==> config.mk <==
export PLATFORM = sky130hd
export DESIGN_NAME = ac_rms_meter_flat
export DESIGN_NICKNAME = d
export VERILOG_FILES = /design/src/sv/acrms_pkg.sv /design/src/sv/acrms_stream_if.sv /design/src/sv/ac_rms_meter.sv /design/src/sv/acrms_ctrl.sv /design/src/sv/acrms_dp.sv /design/src/flat_wrapper.sv
export SDC_FILE = /design/constraint.sdc
export NUM_CORES = 2
export LEC_CHECK = 0
export ABC_AREA = 1
export BUFFER_PORTS_ARGS = -buffer_cell sky130_fd_sc_hd__clkbuf_2
export CAP_MARGIN = 20
export CORE_MARGIN = 1.5
export CORE_UTILIZATION = 30
export DETAILED_ROUTE_END_ITERATION = 8
export PLACE_DENSITY = 0.43
export SLEW_MARGIN = 20
export SYNTH_ARGS = -nofsm -noshare
export SYNTH_HDL_FRONTEND = slang
export SYNTH_SLANG_ARGS = --single-unit
==> constraint.sdc <==
create_clock -name clk_i -period 8.03 [get_ports clk_i]
set_input_delay 1.606 -clock clk_i [delete_from_list [all_inputs] [get_ports clk_i]]
set_output_delay 1.606 -clock clk_i [all_outputs]
set_load 0.01 [all_outputs]
==> src/sv/acrms_pkg.sv <==
// Shared types, constants and width helpers for the AC RMS meter.
`default_nettype none

package acrms_pkg;

  // Field widths of the sample, the registers and the result.
  localparam int unsigned SampleW  = 12;
  localparam int unsigned AdcBits  = 12;
  localparam int unsigned MidW     = 12;
  localparam int unsigned WinLenW  = 11;
  localparam int unsigned GainW    = 24;
  localparam int unsigned SquelchW = 20;
  localparam int unsigned TrimW    = 18;
  localparam int unsigned OutW     = 20;
  localparam int unsigned QFrac    = 16;

  localparam int unsigned CfgIdxW  = 3;
  localparam int unsigned CfgDataW = 24;

  localparam int unsigned MaxWindowDefault = 1024;

  // Only the low converter bits of a sample take part.
  localparam logic [SampleW-1:0] SampleMask =
      (AdcBits >= SampleW) ? {SampleW{1'b1}} : SampleW'((1 << AdcBits) - 1);

  localparam logic [MidW-1:0]     MidReset     = MidW'(1650);
  localparam logic [WinLenW-1:0]  WinLenReset  = WinLenW'(200);
  localparam logic [GainW-1:0]    GainReset    = GainW'(65536);
  localparam logic [SquelchW-1:0] SquelchReset = SquelchW'(5000);
  localparam logic [TrimW-1:0]    TrimReset    = TrimW'(65536);

  typedef enum logic [CfgIdxW-1:0] {
    CFG_MID_OFFSET = 3'd0,
    CFG_WINDOW_LEN = 3'd1,
    CFG_GAIN       = 3'd2,
    CFG_SQUELCH    = 3'd3,
    CFG_TRIM       = 3'd4
  } cfg_idx_e;

  typedef enum logic [2:0] {
    ST_ACCUM,
    ST_DIV,
    ST_SQRT,
    ST_GAIN,
    ST_TRIM,
    ST_EMIT
  } state_e;

  typedef struct packed {
    logic [SampleW-1:0] sample_mv;
  } sample_t;

  typedef struct packed {
    logic [OutW-1:0] rms_milli;
    logic            squelched;
    logic            clipped;
  } result_t;

  // Commands from the controller to the datapath.
  typedef struct packed {
    logic accept;
    logic div_step;
    logic sqrt_step;
    logic gain_en;
    logic trim_en;
    logic out_load;
  } ctrl_cmd_t;

  // Status from the datapath to the controller.
  typedef struct packed {
    logic window_done;
    logic out_free;
  } ctrl_status_t;

  // Width of the effective window length, which can equal the maximum.
  function automatic int unsigned win_width(input int unsigned max_window);
    return $clog2(max_window + 1);
  endfunction

  // Width of the sample counter, which stays below the maximum window.
  function automatic int unsigned cnt_width(input int unsigned max_window);
    return $clog2(max_window);
  endfunction

  // Width of the square root of the full sum of squares.
  function automatic int unsigned root_width(input int unsigned max_window);
    return (2 * SampleW + $clog2(max_window) + 1) / 2;
  endfunction

endpackage

`default_nettype wire

==> src/sv/acrms_stream_if.sv <==
// Valid/ready stream interface carrying one payload per transfer.
`default_nettype none

interface acrms_stream_if #(
  parameter type payload_t = logic
);
  logic     valid;
  logic     ready;
  payload_t payload;

  modport source (output valid, output payload, input ready);
  modport sink (input valid, input payload, output ready);
endinterface

`default_nettype wire

==> src/sv/ac_rms_meter.sv <==
// Top level of the AC RMS meter: configuration registers, controller, datapath.
//
//   Channel     Direction  Payload                              Role
//   sample_if   in         sample_mv[11:0]                      one converter sample
//   result_if   out        rms_milli[19:0], squelched, clipped  one result per window
//   cfg_*       in         cfg_idx_i[2:0], cfg_wdata_i[23:0]    register write port
//
// A sample that does not close the window is accumulated, and sample_if stays ready.
// A closing sample starts a serial divide of 2*R steps and a serial square root of
// R steps, R = ceil((24 + clog2(MAX_WINDOW)) / 2), followed by the gain, the trim
// and the result load; sample_if is not ready until the result has been loaded.
// Reset is asynchronous; it clears the sum and the count and returns every
// configuration register to its reset value at once.
// A result waits in its output register; samples keep flowing meanwhile. After the
// next window close, the next load holds off until that result has been transferred.
`default_nettype none

module ac_rms_meter #(
  parameter int unsigned MAX_WINDOW = acrms_pkg::MaxWindowDefault
) (
  input  wire logic                          clk_i,
  input  wire logic                          rst_ni,
  acrms_stream_if.sink                       sample_if,
  acrms_stream_if.source                     result_if,
  input  wire logic                          cfg_we_i,
  input  wire logic [acrms_pkg::CfgIdxW-1:0]  cfg_idx_i,
  input  wire logic [acrms_pkg::CfgDataW-1:0] cfg_wdata_i
);
  import acrms_pkg::*;

  localparam int unsigned WinW = win_width(MAX_WINDOW);

  // Configuration registers. Writes to an index past the list are dropped, and
  // only the low bits of the write data that fit a register are kept.
  logic [MidW-1:0]     mid_q;
  logic [WinLenW-1:0]  win_len_q;
  logic [GainW-1:0]    gain_q;
  logic [SquelchW-1:0] squelch_q;
  logic [TrimW-1:0]    trim_q;

  always_ff @(posedge clk_i or negedge rst_ni) begin
    if (!rst_ni) begin
      mid_q     <= MidReset;
      win_len_q <= WinLenReset;
      gain_q    <= GainReset;
      squelch_q <= SquelchReset;
      trim_q    <= TrimReset;
    end else if (cfg_we_i) begin
      unique case (cfg_idx_e'(cfg_idx_i))
        CFG_MID_OFFSET: mid_q     <= cfg_wdata_i[MidW-1:0];
        CFG_WINDOW_LEN: win_len_q <= cfg_wdata_i[WinLenW-1:0];
        CFG_GAIN:       gain_q    <= cfg_wdata_i[GainW-1:0];
        CFG_SQUELCH:    squelch_q <= cfg_wdata_i[SquelchW-1:0];
        CFG_TRIM:       trim_q    <= cfg_wdata_i[TrimW-1:0];
        default: begin
        end
      endcase
    end
  end

  // Effective window: a length of zero acts as one, and a length beyond the
  // maximum window is held at the maximum. It also serves as the divisor.
  logic [WinW-1:0] win_eff;

  always_comb begin
    if (win_len_q == '0) begin
      win_eff = WinW'(1);
    end else if (32'(win_len_q) > MAX_WINDOW) begin
      win_eff = WinW'(MAX_WINDOW);
    end else begin
      win_eff = WinW'(win_len_q);
    end
  end

  ctrl_cmd_t    cmd;
  ctrl_status_t status;
  logic         in_ready;
  sample_t      sample;
  result_t      result;
  logic         out_valid;

  assign sample          = sample_if.payload;
  assign sample_if.ready = in_ready;

  acrms_ctrl #(
    .MAX_WINDOW (MAX_WINDOW)
  ) u_ctrl (
    .clk_i      (clk_i),
    .rst_ni     (rst_ni),
    .in_valid_i (sample_if.valid),
    .in_ready_o (in_ready),
    .status_i   (status),
    .cmd_o      (cmd)
  );

  acrms_dp #(
    .MAX_WINDOW (MAX_WINDOW)
  ) u_dp (
    .clk_i       (clk_i),
    .rst_ni      (rst_ni),
    .cmd_i       (cmd),
    .status_o    (status),
    .sample_i    (sample),
    .mid_i       (mid_q),
    .win_i       (win_eff),
    .gain_i      (gain_q),
    .squelch_i   (squelch_q),
    .trim_i      (trim_q),
    .result_o    (result),
    .out_valid_o (out_valid),
    .out_ready_i (result_if.ready)
  );

  // The result register drives the output channel directly.
  assign result_if.valid   = out_valid;
  assign result_if.payload = result;

endmodule

`default_nettype wire

==> src/sv/acrms_ctrl.sv <==
// Sequencing controller: accumulate, divide, square root, scale and emit.
`default_nettype none

module acrms_ctrl #(
  parameter int unsigned MAX_WINDOW = acrms_pkg::MaxWindowDefault
) (
  input  wire logic                   clk_i,
  input  wire logic                   rst_ni,
  input  wire logic                   in_valid_i,
  output logic                        in_ready_o,
  input  wire acrms_pkg::ctrl_status_t status_i,
  output acrms_pkg::ctrl_cmd_t        cmd_o
);
  import acrms_pkg::*;

  localparam int unsigned RootW = root_width(MAX_WINDOW);
  localparam int unsigned NumW  = 2 * RootW;
  localparam int unsigned StepW = $clog2(NumW);

  state_e           state_q, state_d;
  logic [StepW-1:0] step_q, step_d;

  always_ff @(posedge clk_i or negedge rst_ni) begin
    if (!rst_ni) begin
      state_q <= ST_ACCUM;
      step_q  <= '0;
    end else begin
      state_q <= state_d;
      step_q  <= step_d;
    end
  end

  always_comb begin
    state_d    = state_q;
    step_d     = step_q;
    in_ready_o = 1'b0;
    cmd_o      = '0;
    unique case (state_q)
      ST_ACCUM: begin
        in_ready_o   = 1'b1;
        cmd_o.accept = in_valid_i;
        if (in_valid_i && status_i.window_done) begin
          state_d = ST_DIV;
          step_d  = StepW'(NumW - 1);
        end
      end
      ST_DIV: begin
        cmd_o.div_step = 1'b1;
        if (step_q == '0) begin
          state_d = ST_SQRT;
          step_d  = StepW'(RootW - 1);
        end else begin
          step_d = step_q - StepW'(1);
        end
      end
      ST_SQRT: begin
        cmd_o.sqrt_step = 1'b1;
        if (step_q == '0) begin
          state_d = ST_GAIN;
        end else begin
          step_d = step_q - StepW'(1);
        end
      end
      ST_GAIN: begin
        cmd_o.gain_en = 1'b1;
        state_d       = ST_TRIM;
      end
      ST_TRIM: begin
        cmd_o.trim_en = 1'b1;
        state_d       = ST_EMIT;
      end
      ST_EMIT: begin
        if (status_i.out_free) begin
          cmd_o.out_load = 1'b1;
          state_d        = ST_ACCUM;
        end
      end
      default: begin
        state_d = ST_ACCUM;
      end
    endcase
  end

  // A sample that completes the window must start the divider.
  assert property (@(posedge clk_i) disable iff (!rst_ni)
    (state_q == ST_ACCUM && in_valid_i && status_i.window_done) |=> state_q == ST_DIV)
    else $error("window close did not start the divide");

  // The root phase runs exactly one step per result bit.
  assert property (@(posedge clk_i) disable iff (!rst_ni)
    (state_q == ST_SQRT) |-> (32'(step_q) < RootW))
    else $error("root step count out of range");

endmodule

`default_nettype wire

==> src/sv/acrms_dp.sv <==
// Datapath: square accumulation, serial divide and root, gain, squelch, trim.
`default_nettype none

module acrms_dp #(
  parameter int unsigned MAX_WINDOW = acrms_pkg::MaxWindowDefault
) (
  input  wire logic                                              clk_i,
  input  wire logic                                              rst_ni,
  input  wire acrms_pkg::ctrl_cmd_t                              cmd_i,
  output acrms_pkg::ctrl_status_t                                status_o,
  input  wire acrms_pkg::sample_t                                sample_i,
  input  wire logic [acrms_pkg::MidW-1:0]                        mid_i,
  input  wire logic [acrms_pkg::win_width(MAX_WINDOW)-1:0]       win_i,
  input  wire logic [acrms_pkg::GainW-1:0]                       gain_i,
  input  wire logic [acrms_pkg::SquelchW-1:0]                    squelch_i,
  input  wire logic [acrms_pkg::TrimW-1:0]                       trim_i,
  output acrms_pkg::result_t                                     result_o,
  output logic                                                   out_valid_o,
  input  wire logic                                              out_ready_i
);
  import acrms_pkg::*;

  localparam int unsigned WinW    = win_width(MAX_WINDOW);
  localparam int unsigned CntW    = cnt_width(MAX_WINDOW);
  localparam int unsigned SumW    = 2 * SampleW + $clog2(MAX_WINDOW);
  localparam int unsigned RootW   = root_width(MAX_WINDOW);
  localparam int unsigned NumW    = 2 * RootW;
  localparam int unsigned GProdW  = RootW + GainW;
  localparam int unsigned ScaledW = GProdW - QFrac;
  localparam int unsigned TProdW  = ScaledW + TrimW;
  localparam int unsigned TrimmedW = TProdW - QFrac;

  // Accumulation.
  logic [SampleW-1:0]   sample;
  logic [SampleW-1:0]   diff;
  logic [2*SampleW-1:0] square;
  logic [SumW-1:0]      sum_q, sum_next;
  logic [CntW-1:0]      cnt_q;
  logic                 win_done;

  assign sample   = sample_i.sample_mv & SampleMask;
  assign diff     = (sample >= mid_i) ? (sample - mid_i) : (mid_i - sample);
  assign square   = {{SampleW{1'b0}}, diff} * {{SampleW{1'b0}}, diff};
  assign sum_next = sum_q + SumW'(square);
  assign win_done = (32'(cnt_q) + 32'd1) >= 32'(win_i);

  always_ff @(posedge clk_i or negedge rst_ni) begin
    if (!rst_ni) begin
      sum_q <= '0;
      cnt_q <= '0;
    end else if (cmd_i.accept) begin
      if (win_done) begin
        sum_q <= '0;
        cnt_q <= '0;
      end else begin
        sum_q <= sum_next;
        cnt_q <= cnt_q + CntW'(1);
      end
    end
  end

  // Shared shift register: dividend, then quotient, then root radicand.
  logic [NumW-1:0]  num_q, num_d;
  logic [WinW-1:0]  drem_q, drem_d;
  logic [WinW:0]    drem_shift, drem_sub;
  logic             div_ge;
  logic [RootW:0]   srem_q, srem_d;
  logic [RootW+2:0] srem_shift, srem_sub, trial;
  logic             sqrt_ge;
  logic [RootW-1:0] root_q, root_d;

  assign drem_shift = {drem_q, num_q[NumW-1]};
  assign drem_sub   = drem_shift - {1'b0, win_i};
  assign div_ge     = drem_shift >= {1'b0, win_i};

  assign srem_shift = {srem_q, num_q[NumW-1:NumW-2]};
  assign trial      = {1'b0, root_q, 2'b01};
  assign srem_sub   = srem_shift - trial;
  assign sqrt_ge    = srem_shift >= trial;

  always_comb begin
    num_d  = num_q;
    drem_d = drem_q;
    srem_d = srem_q;
    root_d = root_q;
    if (cmd_i.accept && win_done) begin
      num_d  = NumW'(sum_next);
      drem_d = '0;
      srem_d = '0;
      root_d = '0;
    end else if (cmd_i.div_step) begin
      num_d  = {num_q[NumW-2:0], div_ge};
      drem_d = div_ge ? drem_sub[WinW-1:0] : drem_shift[WinW-1:0];
    end else if (cmd_i.sqrt_step) begin
      num_d  = {num_q[NumW-3:0], 2'b00};
      srem_d = sqrt_ge ? srem_sub[RootW:0] : srem_shift[RootW:0];
      root_d = {root_q[RootW-2:0], sqrt_ge};
    end
  end

  always_ff @(posedge clk_i) begin
    num_q  <= num_d;
    drem_q <= drem_d;
    srem_q <= srem_d;
    root_q <= root_d;
  end

  // Gain with squelch, then trim, each product registered.
  logic [GProdW-1:0]   gain_prod;
  logic [ScaledW-1:0]  scaled;
  logic [ScaledW-1:0]  scaled_q;
  logic                squelch_q;
  logic [TProdW-1:0]   trim_prod;
  logic [TrimmedW-1:0] trimmed_q;
  logic                clip;

  assign gain_prod = GProdW'(root_q) * GProdW'(gain_i);
  assign scaled    = gain_prod[GProdW-1:QFrac];
  assign trim_prod = TProdW'(scaled_q) * TProdW'(trim_i);
  assign clip      = trimmed_q > TrimmedW'({OutW{1'b1}});

  always_ff @(posedge clk_i) begin
    if (cmd_i.gain_en) begin
      if (ScaledW'(squelch_i) > scaled) begin
        scaled_q  <= '0;
        squelch_q <= 1'b1;
      end else begin
        scaled_q  <= scaled;
        squelch_q <= 1'b0;
      end
    end
    if (cmd_i.trim_en) begin
      trimmed_q <= trim_prod[TProdW-1:QFrac];
    end
  end

  // Output register.
  logic    out_valid_q;
  result_t result_q;

  always_ff @(posedge clk_i or negedge rst_ni) begin
    if (!rst_ni) begin
      out_valid_q <= 1'b0;
    end else if (cmd_i.out_load) begin
      out_valid_q <= 1'b1;
    end else if (out_ready_i) begin
      out_valid_q <= 1'b0;
    end
  end

  always_ff @(posedge clk_i) begin
    if (cmd_i.out_load) begin
      result_q.rms_milli <= clip ? {OutW{1'b1}} : trimmed_q[OutW-1:0];
      result_q.squelched <= squelch_q;
      result_q.clipped   <= clip;
    end
  end

  assign result_o             = result_q;
  assign out_valid_o          = out_valid_q;
  assign status_o.window_done = win_done;
  assign status_o.out_free    = !out_valid_q || out_ready_i;

  // A squelched result is zero and can never be clipped.
  assert property (@(posedge clk_i) disable iff (!rst_ni)
    (out_valid_q && result_q.squelched) |->
      (result_q.rms_milli == '0 && !result_q.clipped))
    else $error("squelched result is not zero");

  // The sample count always closes before the maximum window.
  assert property (@(posedge clk_i) disable iff (!rst_ni)
    32'(cnt_q) < MAX_WINDOW)
    else $error("sample count reached the maximum window");

endmodule

`default_nettype wire
==> src/flat_wrapper.sv <==
// flat-port wrapper written by rule: the top's interface ports become plain ports
module ac_rms_meter_flat import acrms_pkg::*;
#(
  parameter int unsigned MAX_WINDOW = acrms_pkg::MaxWindowDefault
)
  (clk_i, rst_ni, cfg_we_i, cfg_idx_i, cfg_wdata_i, sample_if_valid, sample_if_payload, sample_if_ready, result_if_valid, result_if_payload, result_if_ready);
  acrms_stream_if sample_if_i ();
  acrms_stream_if result_if_i ();
  input  wire logic clk_i;
  input  wire logic rst_ni;
  input  wire logic cfg_we_i;
  input  wire logic [acrms_pkg::CfgIdxW-1:0] cfg_idx_i;
  input  wire logic [acrms_pkg::CfgDataW-1:0] cfg_wdata_i;
  input wire logic [$bits(sample_if_i.valid)-1:0] sample_if_valid;
  input wire logic [$bits(sample_if_i.payload)-1:0] sample_if_payload;
  output wire logic [$bits(sample_if_i.ready)-1:0] sample_if_ready;
  output wire logic [$bits(result_if_i.valid)-1:0] result_if_valid;
  output wire logic [$bits(result_if_i.payload)-1:0] result_if_payload;
  input wire logic [$bits(result_if_i.ready)-1:0] result_if_ready;
  assign sample_if_i.valid = sample_if_valid;
  assign sample_if_i.payload = sample_if_payload;
  assign sample_if_ready = sample_if_i.ready;
  assign result_if_valid = result_if_i.valid;
  assign result_if_payload = result_if_i.payload;
  assign result_if_i.ready = result_if_ready;
  ac_rms_meter #(.MAX_WINDOW(MAX_WINDOW)) u_core (.clk_i(clk_i), .rst_ni(rst_ni), .sample_if(sample_if_i), .result_if(result_if_i), .cfg_we_i(cfg_we_i), .cfg_idx_i(cfg_idx_i), .cfg_wdata_i(cfg_wdata_i));
endmodule
==> flow_metrics.env <==
export IMPL_ys_types=57
export IMPL_dp_cells=7968
export IMPL_crit_top_cell="nand2_1"
export IMPL_worstPathRequired_ps=8330
export IMPL_yosys_warnings=0
export IMPL_fin_nets=7164
export IMPL_coreArea_sq_um=151900
export IMPL_grt_busiest_layer="met2"
export IMPL_setup_viol=0
export IMPL_start_util_pct=30.19
export IMPL_synthMuxAreaShare_pct=0.1637
export IMPL_synth_fa_ha_area_share_pct=44.54
export IMPL_grt_pass1_wl_microns=218200
export IMPL_tightest_slew_ps=1050
export IMPL_num_fill_cells=16330
export IMPL_gr_usage_met1_pct=24.91
export IMPL_track_usage_pct=17.69
export IMPL_cts_root_buf="clkbuf_16"
export IMPL_synth_top_family_by_area="adder cells"
export IMPL_numCtsBuffers=35
export IMPL_grt_start_max_net_pins=81
export IMPL_finClkSkew_ps=27.87
export IMPL_synthCells=5906
export IMPL_first_iter_violations=1785
export IMPL_grt_use_met2_pct=29.04
export IMPL_relSlewSlack_pct=30.00
export IMPL_grt_setup_unrepaired="no"
export IMPL_antenna_found_initial=6
export IMPL_pre_cts_ws_ps=-102.0
export IMPL_die_area_sq_um=155200
export IMPL_slew_viol_final=0
export IMPL_num_io_pins=36
export IMPL_synth_compound_area_share_pct=6.491
export IMPL_clockBufferDepth=3
export IMPL_hp_class="flip-flop to flip-flop"
export IMPL_start_kind="flip-flop"
export IMPL_finalHoldViolations=0
export IMPL_multi_input_area_sq_um=32760
export IMPL_wl_microns=133500
export IMPL_cts_sinks=252
export IMPL_antenna_left=0
export IMPL_cp_end_kind="flip-flop"
export IMPL_grtUsageMet3_pct=2.063
export IMPL_wl_per_cell_microns=16.61
export IMPL_critPathArrivalTime_ps=7900
export IMPL_syn_num_nets=7094
export IMPL_vias=36260
export IMPL_syn_area_per_cell_sq_um=7.765
export IMPL_gp_congestion=0.8360
export IMPL_drive_gt1_share_pct=7.864
export IMPL_layout_worst_path_cycle_share_pct=94.60
export IMPL_drc=0
export IMPL_max_freq_mhz=131.6
export IMPL_synth_seq_area_share_pct=14.02
export IMPL_ctsHoldBuffers=0
export IMPL_first_pass_iters=5
export IMPL_clk_latency_ps=590
export IMPL_grt_overflow_total=0
export IMPL_worst_path_max_fanout=15
export IMPL_placed_cell_area_sq_um=49650
export IMPL_clk_pin_slew_ps=60
export IMPL_cts_tree="yes"
export IMPL_critPathKind="flip-flop to flip-flop"
export IMPL_finalNonFillerCells=8034
export IMPL_seqCellArea_sq_um=6446
export IMPL_cp_slowest_stage_delay_ps=730
export IMPL_ys_ff_latch=252
export IMPL_utilization_pct=33.50
export IMPL_grt_pass1_vias=38960
export IMPL_rows=143
export IMPL_cts_htree_levels=2
export IMPL_maxCapViolations=0
export IMPL_synthXorXnorAreaFrac_pct=1.722
export IMPL_synth_simple_area_share_pct=18.42
export IMPL_area_growth_pct=10.98
export IMPL_setup_ws_ps=433.5
export IMPL_fp_dieH_microns=394.0
export IMPL_dp_hpwl_microns=110100
export IMPL_synthesis_area_sq_um=45860
export IMPL_period_minus_slack_ps=7597
export IMPL_status="completed"
export IMPL_fin_area_sq_um=50900
export IMPL_vias_per_cell=4.514
export IMPL_io_buffers=35
export IMPL_crit_slowest_cell="dfstp_4"
export IMPL_die_w_microns=394.0
==> worst max-delay path: cells and delay by family (launching register included) <==
family	cells	cell delay [ps]
xor+xnor	1	180
simple gates	16	1710
compound gates	3	420
buf+inv	7	590
fa+ha+maj	8	3670
flops	1	730
==> metrics by stage <==
stage | TNS [ps] | hold WS [ps]
6_report | 0 | 466.2
5_1_grt | 0 | 494.4
4_1_cts | 0 | 469.2
3_5_place_dp | -903.4 | 459.9
3_3_place_gp | -453.1 | 455.7
2_1_floorplan | 0 | 445.3
==> cell type report <==
type	count	share of cell area (%)
clock inverter	15	0.4007
sequential	252	12.67
clock buffer	48	1.957
tap	2030	4.991
multi-input combinational	3878	64.36
antenna	2	0.009834
inverter	1510	11.15
timing repair buffer	299	4.472
==> cell families (layout without fill, tap and decap cells) <==
group           after synthesis  after routing
other cells                   0              2
fa+ha+maj                  1155           1155
flops                       252            252
xor+xnor                     82             82
compound gates              538            538
buf+inv                    1776           1872
mux                           7              7
simple gates               2096           2096
==> cell usage after synthesis, drive strengths merged <==
| cell type | number | area share (%) |
|---|---|---|
| mux2i | 3 | 0.065 |
| o311ai | 1 | 0.019 |
| a21o | 21 | 0.34 |
| xor2 | 51 | 1.1 |
| inv | 1509 | 12 |
| xnor2 | 31 | 0.59 |
| and2 | 2 | 0.027 |
| a21boi | 3 | 0.049 |
| dfstp | 16 | 0.92 |
| nand3 | 134 | 1.5 |
| nand4 | 40 | 0.55 |
| buf | 38 | 0.40 |
| and3 | 6 | 0.093 |
| mux2 | 4 | 0.098 |
| or2 | 6 | 0.082 |
| nor2 | 296 | 2.7 |
| nor4 | 10 | 0.14 |
| a22oi | 1 | 0.016 |
| o21ba | 1 | 0.022 |
| o211ai | 16 | 0.26 |
| a31oi | 18 | 0.25 |
| o31ai | 5 | 0.082 |
| o21a | 4 | 0.065 |
| nand2 | 1559 | 13 |
| o221ai | 2 | 0.038 |
| clkinv | 1 | 0.0082 |
| o21bai | 10 | 0.16 |
| o22ai | 17 | 0.23 |
| nand3b | 16 | 0.26 |
| ha | 359 | 9.8 |
| a22o | 3 | 0.057 |
| clkbuf | 228 | 1.9 |
| o21ai | 232 | 2.5 |
| fa | 796 | 35 |
| dfxtp | 46 | 2.0 |
| dfrtp | 123 | 6.7 |
| a21oi | 188 | 2.1 |
| nor3 | 27 | 0.31 |
| edfxtp | 67 | 4.4 |
| a211oi | 16 | 0.26 |
==> cells in the final DEF (no fill, tap or decap), types with 67 or more instances in the layout <==
cell type	n
a21oi_1	185
buf_4	255
dfrtp_1	116
edfxtp_1	67
fa_1	796
ha_1	358
inv_1	1491
nand2_1	1554
nand3_1	127
nor2_1	259
o21ai_0	223
==> final timing paths <==
path	slack, ps	depth (start not counted)	start	end
max	430	35	u_core.gain_q[16]	u_core.u_dp.scaled_q[12]
min	470	2	u_core.u_dp.drem_q[10]	u_core.u_dp.drem_q[10]
max reg2reg	430	35	u_core.gain_q[16]	u_core.u_dp.scaled_q[12]
min reg2reg	470	2	u_core.u_dp.drem_q[10]	u_core.u_dp.drem_q[10]
max in group asynchronous	5390	2	rst_ni	u_core.gain_q[13]
min in group asynchronous	1110	1	rst_ni	u_core.u_dp.out_valid_o
==> flip-flops by register name, indices dropped and copies added (netlist names), 7 cells and up <==
signal	cells
u_core.u_dp.trimmed_q	7
u_core.u_dp.scaled_q	25
u_core.trim_q	18
u_core.u_dp.srem_q	18
u_core.u_dp.sum_q	34
u_core.u_dp.cnt_q	10
u_core.squelch_q	20
u_core.u_dp.num_q	34
u_core.u_dp.root_q	17
u_core.mid_q	12
u_core.win_len_q	11
u_core.gain_q	24
u_core.u_dp.drem_q	11
==> repair_timing <==
item	in CTS	in global routing
buffers inserted	0	1
setup endpoints to repair	0	24
gates resized for setup	0	17
==> routing by layer <==
layer / part of all wire, % / vias to the layer above
met4: 2.0 / 0
li1: - / 17540
met3: 4.2 / 128
met2: 46 / 604
met1: 48 / 17990
met5: 0 / -
Power is left out: the tool's default activity adds up to more than one toggle a clock period on the data nets, which glitch-free logic cannot reach.
